[config.mk]
export PLATFORM = sky130hd
export DESIGN_NAME = midpoint_ellipse_rasterizer_core
export DESIGN_NICKNAME = d
export VERILOG_FILES = /design/src/rtl/mer_pkg.sv /design/src/rtl/mer_pix_emit.sv /design/src/rtl/midpoint_ellipse_rasterizer_core.sv
export SDC_FILE = /design/constraint.sdc
export NUM_CORES = 2
export LEC_CHECK = 0
export BUFFER_PORTS_ARGS = -buffer_cell sky130_fd_sc_hd__clkbuf_2
export CORE_UTILIZATION = 55
export DETAILED_ROUTE_END_ITERATION = 6
export PLACE_DENSITY = 0.74
export SLEW_MARGIN = 25
export SYNTH_ARGS = -nofsm -noshare
export SYNTH_HDL_FRONTEND = slang
export SYNTH_SLANG_ARGS = --single-unit
[constraint.sdc]
create_clock -name clk -period 9.9 [get_ports clk]
set_input_delay 0.495 -clock clk [delete_from_list [all_inputs] [get_ports clk]]
set_output_delay 0.495 -clock clk [all_outputs]
set_load 0.02 [all_outputs]
[src/rtl/mer_pkg.sv]
// shared widths, request types, microcode fields and the microcode rom of the ellipse rasterizer
package mer_pkg;

  localparam int COORD_BITS = 10;
  localparam int OFFX_W     = COORD_BITS + 1;
  localparam int PIX_W      = COORD_BITS + 2;
  localparam int SQ_W       = 2 * COORD_BITS;
  localparam int DEC_BITS   = 48;
  localparam int MA_W       = 3 * COORD_BITS + 3;
  localparam int MB_W       = 2 * COORD_BITS + 2;
  localparam int IN_W       = ((4 * COORD_BITS + 7) / 8) * 8;
  localparam int OUT_W      = ((2 * PIX_W + 7) / 8) * 8;
  localparam int UPC_W      = 5;

  localparam logic CMD_START = 1'b0;
  localparam logic CMD_STEP  = 1'b1;

  // snapshot handed from the sequencer to the pixel emitter
  typedef struct packed {
    logic [COORD_BITS-1:0]   cx;
    logic [COORD_BITS-1:0]   cy;
    logic [OFFX_W-1:0]       offx;
    logic signed [PIX_W-1:0] offy;
    logic                    done;
  } emit_req_t;

  typedef enum logic [2:0] {
    MA_RXIN, MA_RYIN, MA_RX2, MA_RY2, MA_YM, MA_PROD
  } mul_a_t;

  typedef enum logic [2:0] {
    MB_RXIN, MB_RYIN, MB_RY2, MB_OFFX, MB_OFFY, MB_TX, MB_YM, MB_PROD
  } mul_b_t;

  typedef enum logic [1:0] {ACC_NONE, ACC_LOAD, ACC_ADD, ACC_SUB} acc_op_t;
  typedef enum logic [1:0] {SRC_PROD, SRC_RX2, SRC_RY2} acc_src_t;
  typedef enum logic [1:0] {SH0, SH2, SH3} acc_sh_t;

  typedef enum logic [2:0] {
    CND_NEVER, CND_INACTIVE, CND_REGION2, CND_R1_EXIT, CND_DEC_NEG, CND_DEC_LE0, CND_OFFY_NEG
  } cond_t;

  typedef enum logic [1:0] {EM_NONE, EM_PIX, EM_DONE} emit_t;

  // microcode addresses
  typedef enum logic [UPC_W-1:0] {
    U_ST0, U_ST1, U_ST2, U_ST3, U_ST4,
    U_STEP, U_R1_TEST0, U_R1_TEST1, U_R1_CHECK,
    U_R1_EMIT, U_R1_MUL, U_R1_POS0, U_R1_POS1, U_R1_POS2, U_R1_NEG0, U_R1_NEG1,
    U_EN0, U_EN1, U_EN2, U_EN3, U_EN4, U_EN5,
    U_R2, U_R2_EMIT, U_R2_MUL, U_R2_POS0, U_R2_POS1, U_R2_NEG0, U_R2_NEG1, U_R2_NEG2,
    U_DONE
  } upc_t;

  typedef struct packed {
    logic     mul_en;
    mul_a_t   a_sel;
    mul_b_t   b_sel;
    acc_op_t  acc_op;
    acc_src_t acc_src;
    acc_sh_t  acc_sh;
    logic     ld_rx2;
    logic     ld_ry2;
    logic     ld_tmp;
    logic     offx_inc;
    logic     offy_dec;
    logic     set_r2;
    logic     clr_active;
    emit_t    emit;
    cond_t    cond;
    upc_t     target;
    logic     fin;
  } ucw_t;

  function automatic ucw_t ucode(input upc_t pc);
    ucw_t w;
    begin
      w = '0;
      unique case (pc)
        // start: squares of the radii and the region 1 decision
        U_ST0: begin
          w.mul_en = 1'b1; w.a_sel = MA_RXIN; w.b_sel = MB_RXIN;
        end
        U_ST1: begin
          w.ld_rx2 = 1'b1;
          w.mul_en = 1'b1; w.a_sel = MA_RYIN; w.b_sel = MB_RYIN;
        end
        U_ST2: begin
          w.ld_ry2 = 1'b1;
          w.mul_en = 1'b1; w.a_sel = MA_RX2; w.b_sel = MB_RYIN;
          w.acc_op = ACC_LOAD; w.acc_src = SRC_RX2; w.acc_sh = SH0;
        end
        U_ST3: begin
          w.acc_op = ACC_SUB; w.acc_src = SRC_PROD; w.acc_sh = SH2;
        end
        U_ST4: begin
          w.acc_op = ACC_ADD; w.acc_src = SRC_RY2; w.acc_sh = SH2;
          w.fin = 1'b1;
        end
        // step: dispatch, region 1 slope test, emit and decision update
        U_STEP: begin
          w.cond = CND_INACTIVE; w.target = U_DONE;
        end
        U_R1_TEST0: begin
          w.cond = CND_REGION2; w.target = U_R2;
          w.mul_en = 1'b1; w.a_sel = MA_RY2; w.b_sel = MB_OFFX;
        end
        U_R1_TEST1: begin
          w.ld_tmp = 1'b1;
          w.mul_en = 1'b1; w.a_sel = MA_RX2; w.b_sel = MB_OFFY;
        end
        U_R1_CHECK: begin
          w.cond = CND_R1_EXIT; w.target = U_EN0;
        end
        U_R1_EMIT: begin
          w.emit = EM_PIX; w.offx_inc = 1'b1;
        end
        U_R1_MUL: begin
          w.mul_en = 1'b1; w.a_sel = MA_RY2; w.b_sel = MB_OFFX;
          w.cond = CND_DEC_NEG; w.target = U_R1_NEG0;
        end
        U_R1_POS0: begin
          w.offy_dec = 1'b1;
          w.acc_op = ACC_ADD; w.acc_src = SRC_PROD; w.acc_sh = SH3;
        end
        U_R1_POS1: begin
          w.mul_en = 1'b1; w.a_sel = MA_RX2; w.b_sel = MB_OFFY;
          w.acc_op = ACC_ADD; w.acc_src = SRC_RY2; w.acc_sh = SH2;
        end
        U_R1_POS2: begin
          w.acc_op = ACC_SUB; w.acc_src = SRC_PROD; w.acc_sh = SH3;
          w.fin = 1'b1;
        end
        U_R1_NEG0: begin
          w.acc_op = ACC_ADD; w.acc_src = SRC_PROD; w.acc_sh = SH3;
        end
        U_R1_NEG1: begin
          w.acc_op = ACC_ADD; w.acc_src = SRC_RY2; w.acc_sh = SH2;
          w.fin = 1'b1;
        end
        // region 2 entry decision
        U_EN0: begin
          w.mul_en = 1'b1; w.a_sel = MA_YM; w.b_sel = MB_YM;
        end
        U_EN1: begin
          w.mul_en = 1'b1; w.a_sel = MA_RX2; w.b_sel = MB_PROD;
        end
        U_EN2: begin
          w.acc_op = ACC_LOAD; w.acc_src = SRC_PROD; w.acc_sh = SH2;
          w.mul_en = 1'b1; w.a_sel = MA_RX2; w.b_sel = MB_RY2;
        end
        U_EN3: begin
          w.acc_op = ACC_SUB; w.acc_src = SRC_PROD; w.acc_sh = SH2;
          w.mul_en = 1'b1; w.a_sel = MA_RY2; w.b_sel = MB_TX;
        end
        U_EN4: begin
          w.mul_en = 1'b1; w.a_sel = MA_PROD; w.b_sel = MB_TX;
        end
        U_EN5: begin
          w.acc_op = ACC_ADD; w.acc_src = SRC_PROD; w.acc_sh = SH0;
          w.set_r2 = 1'b1;
        end
        // region 2 step
        U_R2: begin
          w.cond = CND_OFFY_NEG; w.target = U_DONE;
        end
        U_R2_EMIT: begin
          w.emit = EM_PIX; w.offy_dec = 1'b1;
        end
        U_R2_MUL: begin
          w.mul_en = 1'b1; w.a_sel = MA_RX2; w.b_sel = MB_OFFY;
          w.cond = CND_DEC_LE0; w.target = U_R2_NEG0;
        end
        U_R2_POS0: begin
          w.acc_op = ACC_ADD; w.acc_src = SRC_RX2; w.acc_sh = SH2;
        end
        U_R2_POS1: begin
          w.acc_op = ACC_SUB; w.acc_src = SRC_PROD; w.acc_sh = SH3;
          w.fin = 1'b1;
        end
        U_R2_NEG0: begin
          w.offx_inc = 1'b1;
          w.acc_op = ACC_SUB; w.acc_src = SRC_PROD; w.acc_sh = SH3;
        end
        U_R2_NEG1: begin
          w.mul_en = 1'b1; w.a_sel = MA_RY2; w.b_sel = MB_OFFX;
          w.acc_op = ACC_ADD; w.acc_src = SRC_RX2; w.acc_sh = SH2;
        end
        U_R2_NEG2: begin
          w.acc_op = ACC_ADD; w.acc_src = SRC_PROD; w.acc_sh = SH3;
          w.fin = 1'b1;
        end
        U_DONE: begin
          w.emit = EM_DONE; w.clr_active = 1'b1; w.fin = 1'b1;
        end
        default: begin
          w.fin = 1'b1;
        end
      endcase
      return w;
    end
  endfunction

endpackage

[src/rtl/mer_pix_emit.sv]
// pixel emitter: turns one point snapshot into four mirrored pixels or one done result
module mer_pix_emit (
  input  logic                     clk,
  input  logic                     rst,
  input  logic                     req_valid,
  output logic                     req_ready,
  input  mer_pkg::emit_req_t       req,
  output logic                     m_tvalid,
  input  logic                     m_tready,
  output logic [mer_pkg::OUT_W-1:0] m_tdata,
  output logic                     m_tlast,
  output logic                     m_tuser
);
  import mer_pkg::*;

  localparam logic [1:0] LAST_BEAT = 2'd3;

  logic             busy;
  logic [1:0]       beat;
  emit_req_t        snap;
  logic             fire;
  logic             end_beat;
  logic [PIX_W-1:0] px_pos, px_neg, py_pos, py_neg, px, py;

  assign fire      = busy && m_tready;
  assign end_beat  = snap.done || (beat == LAST_BEAT);
  assign req_ready = !busy || (fire && end_beat);

  always_ff @(posedge clk) begin
    if (rst) begin
      busy <= 1'b0;
      beat <= '0;
    end else if (req_valid && req_ready) begin
      busy <= 1'b1;
      beat <= '0;
    end else if (fire) begin
      if (end_beat) begin
        busy <= 1'b0;
      end else begin
        beat <= beat + 2'd1;
      end
    end
  end

  always_ff @(posedge clk) begin
    if (req_valid && req_ready) begin
      snap <= req;
    end
  end

  // beat bit 0 mirrors x, bit 1 mirrors y
  always_comb begin
    px_pos = PIX_W'(snap.cx) + PIX_W'(snap.offx);
    px_neg = PIX_W'(snap.cx) - PIX_W'(snap.offx);
    py_pos = PIX_W'(snap.cy) + snap.offy;
    py_neg = PIX_W'(snap.cy) - snap.offy;
    px     = snap.done ? '0 : (beat[0] ? px_neg : px_pos);
    py     = snap.done ? '0 : (beat[1] ? py_neg : py_pos);
  end

  assign m_tvalid = busy;
  assign m_tdata  = OUT_W'({py, px});
  assign m_tlast  = end_beat;
  assign m_tuser  = snap.done;

endmodule

[src/rtl/midpoint_ellipse_rasterizer_core.sv]
// top level of the midpoint ellipse rasterizer: microcoded sequencer, datapath and pixel emitter
//
// A start request (tuser = 0) loads the center and both semi-axes; it gives no
// result. A step request (tuser = 1) gives the four mirrored pixels of the
// current point in the order (+x,+y), (-x,+y), (+x,-y), (-x,-y) with tlast on
// the fourth, then moves the decision on by one point; the step that leaves
// region 1 also forms the region 2 decision. A step with no ellipse active, or
// after the walk has dropped below the axis, gives one result with tuser (done)
// high, tlast high and zero pixels; the walk can also run out on the step that
// leaves region 1. The microcode runs one control word a cycle unless held at
// an emit word; the words drive a single shared signed multiplier (one product
// a word, registered) and one 48-bit accumulator for the decision. The four
// pixels of a point are sent by a separate emitter that holds a snapshot, so
// the output stream is drained while the next request is worked on; the
// sequencer only waits at its emit word when the previous group has not been
// fully taken.
module midpoint_ellipse_rasterizer_core (
  input  logic                      clk,
  input  logic                      rst,
  input  logic                      s_tvalid,
  output logic                      s_tready,
  input  logic [mer_pkg::IN_W-1:0]  s_tdata,  // center_x, center_y, radius_x, radius_y
  input  logic                      s_tuser,  // cmd
  output logic                      m_tvalid,
  input  logic                      m_tready,
  output logic [mer_pkg::OUT_W-1:0] m_tdata,  // pixel_x, pixel_y
  output logic                      m_tlast,  // last
  output logic                      m_tuser   // done_res
);
  import mer_pkg::*;

  // sequencer control
  logic busy;
  upc_t pc;
  upc_t pc_next;
  ucw_t w;
  logic stall;
  logic run;
  logic cond_hit;
  logic s_fire;

  // ellipse state
  logic                         active;
  logic                         region_two;
  logic [COORD_BITS-1:0]        cx, cy;
  logic [COORD_BITS-1:0]        rxin, ryin;
  logic [SQ_W-1:0]              rx2, ry2;
  logic [OFFX_W-1:0]            offx;
  logic signed [PIX_W-1:0]      offy;
  logic signed [DEC_BITS-1:0]   dec, dec_next;
  logic signed [DEC_BITS-1:0]   prod, tmp;

  // datapath operands
  logic signed [PIX_W:0]        ym;
  logic [PIX_W-1:0]             tx;
  logic signed [MA_W-1:0]       a_op;
  logic signed [MB_W-1:0]       b_op;
  logic signed [MA_W+MB_W-1:0]  mul_p;
  logic signed [DEC_BITS-1:0]   acc_in, acc_sh_val;

  // emitter handshake
  logic      req_valid;
  logic      req_ready;
  emit_req_t req;

  // input fields from the lowest bit up
  logic [COORD_BITS-1:0] in_cx, in_cy, in_rx, in_ry;
  assign in_cx = s_tdata[COORD_BITS-1:0];
  assign in_cy = s_tdata[2*COORD_BITS-1:COORD_BITS];
  assign in_rx = s_tdata[3*COORD_BITS-1:2*COORD_BITS];
  assign in_ry = s_tdata[4*COORD_BITS-1:3*COORD_BITS];

  assign s_tready = !busy;
  assign s_fire   = s_tvalid && s_tready;

  // control word fetch; an emit word holds until the emitter takes the snapshot
  always_comb begin
    w     = ucode(pc);
    stall = (w.emit != EM_NONE) && !req_ready;
    run   = busy && !stall;
  end

  // jump conditions, all looked at before the word changes anything
  always_comb begin
    unique case (w.cond)
      CND_INACTIVE: cond_hit = !active;
      CND_REGION2:  cond_hit = region_two;
      CND_R1_EXIT:  cond_hit = offy[PIX_W-1] || (tmp > prod);
      CND_DEC_NEG:  cond_hit = dec[DEC_BITS-1];
      CND_DEC_LE0:  cond_hit = dec[DEC_BITS-1] || (dec == '0);
      CND_OFFY_NEG: cond_hit = offy[PIX_W-1];
      default:      cond_hit = 1'b0;
    endcase
    pc_next = cond_hit ? w.target : upc_t'(pc + UPC_W'(1));
  end

  always_ff @(posedge clk) begin
    if (rst) begin
      busy       <= 1'b0;
      pc         <= U_ST0;
      active     <= 1'b0;
      region_two <= 1'b0;
    end else if (s_fire) begin
      busy <= 1'b1;
      if (s_tuser == CMD_START) begin
        pc         <= U_ST0;
        active     <= 1'b1;
        region_two <= 1'b0;
      end else begin
        pc <= U_STEP;
      end
    end else if (run) begin
      if (w.fin) begin
        busy <= 1'b0;
      end else begin
        pc <= pc_next;
      end
      if (w.set_r2) begin
        region_two <= 1'b1;
      end
      if (w.clr_active) begin
        active <= 1'b0;
      end
    end
  end

  // shared multiplier operands
  assign ym = {offy[PIX_W-1], offy} - (PIX_W+1)'(1);
  assign tx = {offx, 1'b1};

  always_comb begin
    unique case (w.a_sel)
      MA_RXIN: a_op = MA_W'(rxin);
      MA_RYIN: a_op = MA_W'(ryin);
      MA_RX2:  a_op = MA_W'(rx2);
      MA_RY2:  a_op = MA_W'(ry2);
      MA_YM:   a_op = MA_W'(ym);
      MA_PROD: a_op = MA_W'(prod);
      default: a_op = '0;
    endcase
    unique case (w.b_sel)
      MB_RXIN: b_op = MB_W'(rxin);
      MB_RYIN: b_op = MB_W'(ryin);
      MB_RY2:  b_op = MB_W'(ry2);
      MB_OFFX: b_op = MB_W'(offx);
      MB_OFFY: b_op = MB_W'(offy);
      MB_TX:   b_op = MB_W'(tx);
      MB_YM:   b_op = MB_W'(ym);
      MB_PROD: b_op = MB_W'(prod);
      default: b_op = '0;
    endcase
  end

  assign mul_p = a_op * b_op;

  // decision accumulator, wraps modulo 2^48
  always_comb begin
    unique case (w.acc_src)
      SRC_RX2: acc_in = DEC_BITS'(rx2);
      SRC_RY2: acc_in = DEC_BITS'(ry2);
      default: acc_in = prod;
    endcase
    unique case (w.acc_sh)
      SH2:     acc_sh_val = acc_in <<< 2;
      SH3:     acc_sh_val = acc_in <<< 3;
      default: acc_sh_val = acc_in;
    endcase
    unique case (w.acc_op)
      ACC_LOAD: dec_next = acc_sh_val;
      ACC_ADD:  dec_next = dec + acc_sh_val;
      ACC_SUB:  dec_next = dec - acc_sh_val;
      default:  dec_next = dec;
    endcase
  end

  always_ff @(posedge clk) begin
    if (s_fire) begin
      rxin <= in_rx;
      ryin <= in_ry;
      if (s_tuser == CMD_START) begin
        cx   <= in_cx;
        cy   <= in_cy;
        offx <= '0;
        offy <= PIX_W'(in_ry);
      end
    end else if (run) begin
      if (w.mul_en) begin
        prod <= DEC_BITS'(mul_p);
      end
      if (w.ld_rx2) begin
        rx2 <= SQ_W'(prod);
      end
      if (w.ld_ry2) begin
        ry2 <= SQ_W'(prod);
      end
      if (w.ld_tmp) begin
        tmp <= prod;
      end
      if (w.offx_inc) begin
        offx <= offx + OFFX_W'(1);
      end
      if (w.offy_dec) begin
        offy <= offy - PIX_W'(1);
      end
      dec <= dec_next;
    end
  end

  // snapshot of the current point, taken before this word's updates land
  assign req_valid = busy && (w.emit != EM_NONE);
  always_comb begin
    req.cx   = cx;
    req.cy   = cy;
    req.offx = offx;
    req.offy = offy;
    req.done = (w.emit == EM_DONE);
  end

  mer_pix_emit u_emit (
    .clk       (clk),
    .rst       (rst),
    .req_valid (req_valid),
    .req_ready (req_ready),
    .req       (req),
    .m_tvalid  (m_tvalid),
    .m_tready  (m_tready),
    .m_tdata   (m_tdata),
    .m_tlast   (m_tlast),
    .m_tuser   (m_tuser)
  );

endmodule

# Word level (Yosys, flattened, before mapping)
# Index checks and enable logic that the tools add are counted.
# op_classes
n_addsub	11
n_mul	1
n_div	0
n_lt_le_gt_ge	1
eq_ne	59
shifts	0
muxes	48
bitwise_logic	3
n_reduce_logical	56
# ops
operator	n
$pmux 33 s6	1
$pmux 48 s2	2
$pmux 22 s8	1
$pmux 48 s3	1
$mux 12	8
$eq 5x5->1 const B	15
$pmux 7 s10	1
$add 48x48->48	1
$gt 48x48->1	1
$logic_not 48->1	1
$mul 33x22->48	1
$pmux 6 s8	1
$pmux 8 s6	1
$sub 48x48->48	1
$mux 11	4
$eq 5x4->1 const B	8
$eq 3x3->1 const B	9
$reduce_and 3->1	9
$reduce_or 25->1	1
$mux 1	21
$eq 5x3->1 const B	4
$mux 5	4
$eq 3x2->1 const B	6
$reduce_bool 2->1	9
other kinds (29)	68
# word_totals
regBits	302
latchBits	0
ram_bits	0
romBits	0
in_bits	45
output_inout_bits	28
elab_cells	201
n_memories	0

# Logic depth before layout (Yosys ltp)
# logic_depth
depth_word	10
depth_mapped	43
mapped_depth_nobuf	39

# By module
# Synthesis repeated with hierarchy kept, for this count alone.
# unflattened
cells_unflattened	4749
area_unflattened_um2	43499.2
# modules_own_cells
module	n_inst	cells_per_inst	area_each_um2	seq_area_each_um2
midpoint_ellipse_rasterizer_core	1	4463	40440.0	7577.3
mer_pix_emit	1	286	3059.2	1381.3

# Least setup slack after synthesis
# No wires, ideal clock.
# synth_timing
path_kind	register to register
from	register pc[0]
to	register prod[44], data pin
t_arrival_ns	9.065
required_ns	9.641
slack_ns	0.576
stages_incl_launch_ff	42
n_path_buf	4
period_less_slack_ns	9.324
cell_sequence	dfxtp_1 > inv_1 > ha_1 > nor2b_1 > nand2_1 > nand3_1 > o21ai_0 > nand2_1 > clkbuf_1 > clkbuf_1 > buf_2 > o211ai_1 > o21ai_0 > nand2_1 > o221ai_1 > clkbuf_1 > nor2_1 > fa_1 > [... 6 more ...] > inv_1 > fa_1 > fa_1 > inv_1 > fa_1 > inv_1 > ha_1 > a21o_1 > a21o_1 > a211oi_1 > o21bai_1 > o31ai_4 > nor3_1 > o41ai_4 > o21ai_1 > a31o_2 > a21oi_1 > xnor2_1
# synth_via
elab_chain_len	6
# synth_rtl
element	line	text
from (decl)	midpoint_ellipse_rasterizer_core.sv:34	upc_t pc;
from (signal assigned)	midpoint_ellipse_rasterizer_core.sv:116	pc <= pc_next;
$eq 5x5->1, or another cell as far along	mer_pkg.sv:79	unique case (pc)
$reduce_or 3->1 (no source line)	--	
$pmux 7 s10 *	mer_pkg.sv:79	
$eq 3x3->1, or another cell as far along	midpoint_ellipse_rasterizer_core.sv:141	unique case (w.b_sel)
$pmux 22 s8 / $pmux 33 s6 (equally long branches)	midpoint_ellipse_rasterizer_core.sv:141, midpoint_ellipse_rasterizer_core.sv:132	
$mul 33x22->48 *	midpoint_ellipse_rasterizer_core.sv:154	assign mul_p = a_op * b_op;
via mul_p[44]	midpoint_ellipse_rasterizer_core.sv:58	logic signed [MA_W+MB_W-1:0] mul_p;
to (signal assigned)	midpoint_ellipse_rasterizer_core.sv:188	prod <= DEC_BITS'(mul_p);
to (decl)	midpoint_ellipse_rasterizer_core.sv:51	logic signed [DEC_BITS-1:0] prod, tmp;
# The timed path passes the listed nets; every way through them passes the cells marked *.
# A chain may end at the register's enable or synchronous reset.

# Worst setup path after layout
# layout_timing
from	register pc[1]
to	register prod[45], data pin
# The elaborated chain is that of the path after synthesis.

==> Flow_metrics.wiki <==
{| class="wikitable"
! Metric !! Value
|-
| Result of the run || completed
|-
| Clock group share of total power || 0.102
|-
| Bufs on Longest Clock Path || 3
|-
| Finished Layout Cells || 5851
|-
| HPWL reported at the end of detailed placement || 99.5 mm
|-
| Vias/cell || 5.79
|-
| Final std cell area, no fill || between 40000 and 50000 sq um
|-
| Final setup violation count || 0
|-
| Launching element type of the critical path || flop
|-
| Count of different cell masters after synthesis || 82
|-
| Clock root buffer || sky130_fd_sc_hd__clkbuf_16
|-
| Detailed Route Iter0 Violations || roughly 3300
|-
| Complex-gate fraction of the synthesized area || 0.121
|-
| Total clock buffers created by CTS || 30
|-
| Via count || 33900
|-
| Remaining number of nets flagged by the antenna check after routing || 0
|-
| Max stage delay cell, worst path || sky130_fd_sc_hd__fa_1
|-
| Multiplexer share of the synthesized area || 0.0110
|-
| Buffers added on ports || between 70 and 80
|-
| Period Utilization, post-route || 0.959
|-
| Net Sw Power || 6.01 mW
|-
| Clock tree from TritonCTS || built
|-
| Met2 demand-to-capacity share in global routing || 0.498
|-
| Mean Syn Cell Area || 9.10 sq um
|-
| Die Y || 281 microns
|-
| Switching part of the total || 0.494
|-
| Post-cts hold buffer count || 0
|-
| Slew headroom || 0.288
|-
| Cell type group with the largest total delay on the critical path || adder cells
|-
| Synth-to-layout area growth || 8.82%
|-
| Cell area after technology mapping || 42800 sq um
|-
| Top-level port count || 73
|-
| Max rail drop VDD || 700 uV
|-
| Class of the tightest hold or removal check || primary input to flop
|-
| Synth Warn # || 0
|-
| Antenna violations before repair || 1
|-
| Number of rows in the core area || roughly 100
|-
| P_int || 6.15 mW
|-
| Antenna cells || 0
|-
| Maximum number of pins on one net before global-route repair || slightly below 90
|-
| Setup Crit Path Kind || flop to flop
|-
| Initial Util || 0.560
|-
| Total power || 12.2 mW
|-
| Proportion of power drawn by combinational gates || 0.728
|-
| Main combinational cell family by area after synthesis || adder cells
|-
| Number of buffers and inverters on the critical path || 9
|-
| Busiest metal layer after global routing || met2
|-
| Top_reg_cell synth || sky130_fd_sc_hd__edfxtp_1
|-
| Crit-path max cell delay || 0.58 ns
|-
| Core Util, Final || 0.609
|-
| Required arrival time at the worst endpoint || 10.23 ns
|-
| Met1 Use GR || 0.451
|-
| Number of clock sinks || about 300
|-
| Global routing usage summed across all routing layers || 0.318
|-
| Number of filler instances in the final layout || 6555
|-
| Remaining Overflow, GRT || 0
|-
| Number of maximum-capacitance constraint violations || 0
|-
| Adder and majority cell fraction of the synthesized area || 0.385
|-
| Critical path data arrival time || between 9 and 10 ns
|-
| Global placer's final weighted congestion || 1.03
|-
| Global-route track usage on met3 || 0.0594
|-
| Count of flip-flops with a built-in enable after synthesis || 291
|-
| Endpoints failing hold || 0
|-
| Fraction of synthesis flops using an asynchronous set or reset pin || 0
|-
| Min cycle time layout || 9.50 ns
|-
| Wire length of the first global-routing pass || between 150 and 200 mm
|-
| Number of iterations in the first detailed-routing pass || 6
|-
| Part of the Yosys area used for sequential elements || 0.209
|-
| Largest clock skew in the final design || 0.0479 ns
|-
| Horizontal extent of the die || about 280 microns
|-
| Via count of the first global-routing pass || 34100
|-
| Post-Synthesis Net Count || 5676
|-
| FF+latch count, synth || 302
|-
| Maximum clock rate || 105 MHz
|-
| Critical Path Fanout Max || 22
|-
| Detailed-route DRC error count || 0
|-
| Core region area || 76500 sq um
|-
| Cell mode on critical path || sky130_fd_sc_hd__fa_1
|-
| Leakage power figure || 21.1 nW
|-
| Number of nets in the finished design || 5767
|-
| Total length of routed wires || 123 mm
|-
| CTS H-tree depth || 1
|-
| Actual slew at the worst max-slew pin || between 1 and 1.5 ns
|-
| Wire per inst || between 20 and 25 microns
|-
| Clock insertion delay at the later pin of the skew report || ~0.62 ns
|-
| Fraction of final layout cells sized beyond drive strength 1 || 0.0834
|-
| Area enclosed by the die boundary || roughly 80000 sq um
|-
| Area after DPL || 45200 sq um
|-
| Post-synthesis cell count || 4706
|-
| Register share of total power || 0.170
|-
| Area share of xor/xnor cells in the synthesized design || 0.0403
|-
| Number of slew-limit violations in the final report || 0
|-
| Simple-gate portion of the synthesized area || 0.137
|-
| Summed negative setup slack over all endpoints || 0 ns
|-
| Clock Pin Slew Worst Setup and Hold Paths || 0.07 ns
|-
| Power per Cell Area || 261 nW/um^2
|-
| Kind of end point of the critical path || flop
|-
| Number of cells in the design after placement || 5785
|}
kinds of logic (layout without fill, tap and decap cells):
logic type | count (synthesis) | count (layout)
adder cells (fa/ha/maj) | 925 | 925
XOR/XNOR | 197 | 197
buffers and inverters | 1081 | 1196
AO/OA/AOI/OAI | 794 | 794
multiplexers | 43 | 43
flip-flops | 302 | 302
AND/OR/NAND/NOR | 1364 | 1364
cells in the mapped netlist (26+ instances only):
cell type,count,area [sq um]
sky130_fd_sc_hd__nand4_1,32,200
sky130_fd_sc_hd__nand2_1,635,2380
sky130_fd_sc_hd__xor2_1,68,596
sky130_fd_sc_hd__inv_1,874,3280
sky130_fd_sc_hd__nor2b_1,39,244
sky130_fd_sc_hd__o21a_1,30,225
sky130_fd_sc_hd__a31oi_1,33,206
sky130_fd_sc_hd__o211ai_1,26,195
sky130_fd_sc_hd__nor2_1,405,1520
sky130_fd_sc_hd__a21o_1,72,541
sky130_fd_sc_hd__nand3_1,43,215
sky130_fd_sc_hd__a221oi_1,33,289
sky130_fd_sc_hd__nand2b_1,41,257
sky130_fd_sc_hd__a221o_1,28,280
sky130_fd_sc_hd__o21ai_0,173,866
sky130_fd_sc_hd__nor3_1,52,260
sky130_fd_sc_hd__and2_1,41,257
sky130_fd_sc_hd__fa_1,653,13100
sky130_fd_sc_hd__mux2i_1,38,380
sky130_fd_sc_hd__xnor2_1,129,1130
sky130_fd_sc_hd__edfxtp_1,291,8740
sky130_fd_sc_hd__a21oi_1,231,1160
sky130_fd_sc_hd__ha_1,272,3400
sky130_fd_sc_hd__clkbuf_1,154,578
per-layer routing:
layer  wire length (microns)  share of wire
met3                   11900          0.097
met4                    4240          0.035
met5                       7       0.000057
met1                   51600           0.42
met2                   54900           0.45
worst register-to-register path: cells and delay by family (launching register included):
family	cells	cell delay, ns
AOI/OAI and AO/OA	11	2.46
xor gates and xnor gates	1	0.08
adders and majority gates	9	4.21
buffers and inverters	9	1.23
DFF	1	0.42
and+or+nand+nor	4	0.82
worst paths after layout:
check                                 start              end  slack (ns)  depth (start not counted)
worst max-delay path                  pc[1]         prod[45]        0.40                         34
worst min-delay path            s_tdata[25]          rxin[5]        0.05                          1
worst max register to register        pc[1]         prod[45]        0.40                         34
worst min register to register        cx[4]  u_emit.snap[38]        0.42                          0
cell usage in the layout, fill, tap and decap left out, drive strengths merged, types with 15 or more instances in the layout:
cell | synthesis | final
a21oi | 231 | 231
edfxtp | 291 | 291
a221o | 28 | 28
mux2i | 38 | 38
nand2b | 41 | 41
o21bai | 21 | 21
o211ai | 26 | 26
a221oi | 40 | 40
o21a | 30 | 30
ha | 272 | 272
nand4 | 32 | 32
and3 | 19 | 19
o21ai | 188 | 188
xor2 | 68 | 68
and2 | 41 | 41
clkinv | 3 | 16
fa | 653 | 653
nand3 | 43 | 43
inv | 874 | 877
nor2b | 39 | 39
a22oi | 15 | 15
a211oi | 25 | 25
nand2 | 635 | 635
buf | 50 | 190
nor2 | 405 | 405
a21o | 72 | 72
nor4 | 18 | 18
clkbuf | 154 | 104
nor3 | 54 | 54
xnor2 | 129 | 129
a31oi | 33 | 33
registers in the layout, summed over array words and instances, names as in the netlist, 11 cells and up:
register / count
dec: 48
rx2: 20
prod: 48
offx: 11
ry2: 20
u_emit.snap: 43
tmp: 48
offy: 12
layout make-up:
type                       count  area [sq um]  area share
clock buffer                  31           754      0.0162
clock inverter                25           307     0.00658
inverter                     877          3300      0.0707
multi-input combinational   3323         30000       0.645
sequential                   302          8960       0.192
tap                         1030          1290      0.0277
timing repair buffer         263          1950      0.0418
per-stage QoR:
stage	hold WS, ns	setup slack, ns
after floorplan	0.400	0.576
after global placement	0.401	0.160
after detailed placement	0.405	0.0980
after CTS	0.0218	0.0264
after global routing	0.0276	-0.0130
final	0.0507	0.402
power by group through the flow:
stage	logic (mW)	registers [mW]	clock network [mW]
CTS	8.69	2.06	1.26
floorplan	6.23	1.96	0
global placement	8.52	2.08	0
finish	8.85	2.06	1.24
global route	9.93	2.07	1.31
detailed placement	8.62	2.08	0
repair_timing:
item / 4_1_cts / 5_1_grt
endpoints found under the setup margin: 0 / 16
buffers inserted: 0 / 9
resized for setup: 0 / 40
Power figures use the tool's default switching activity.
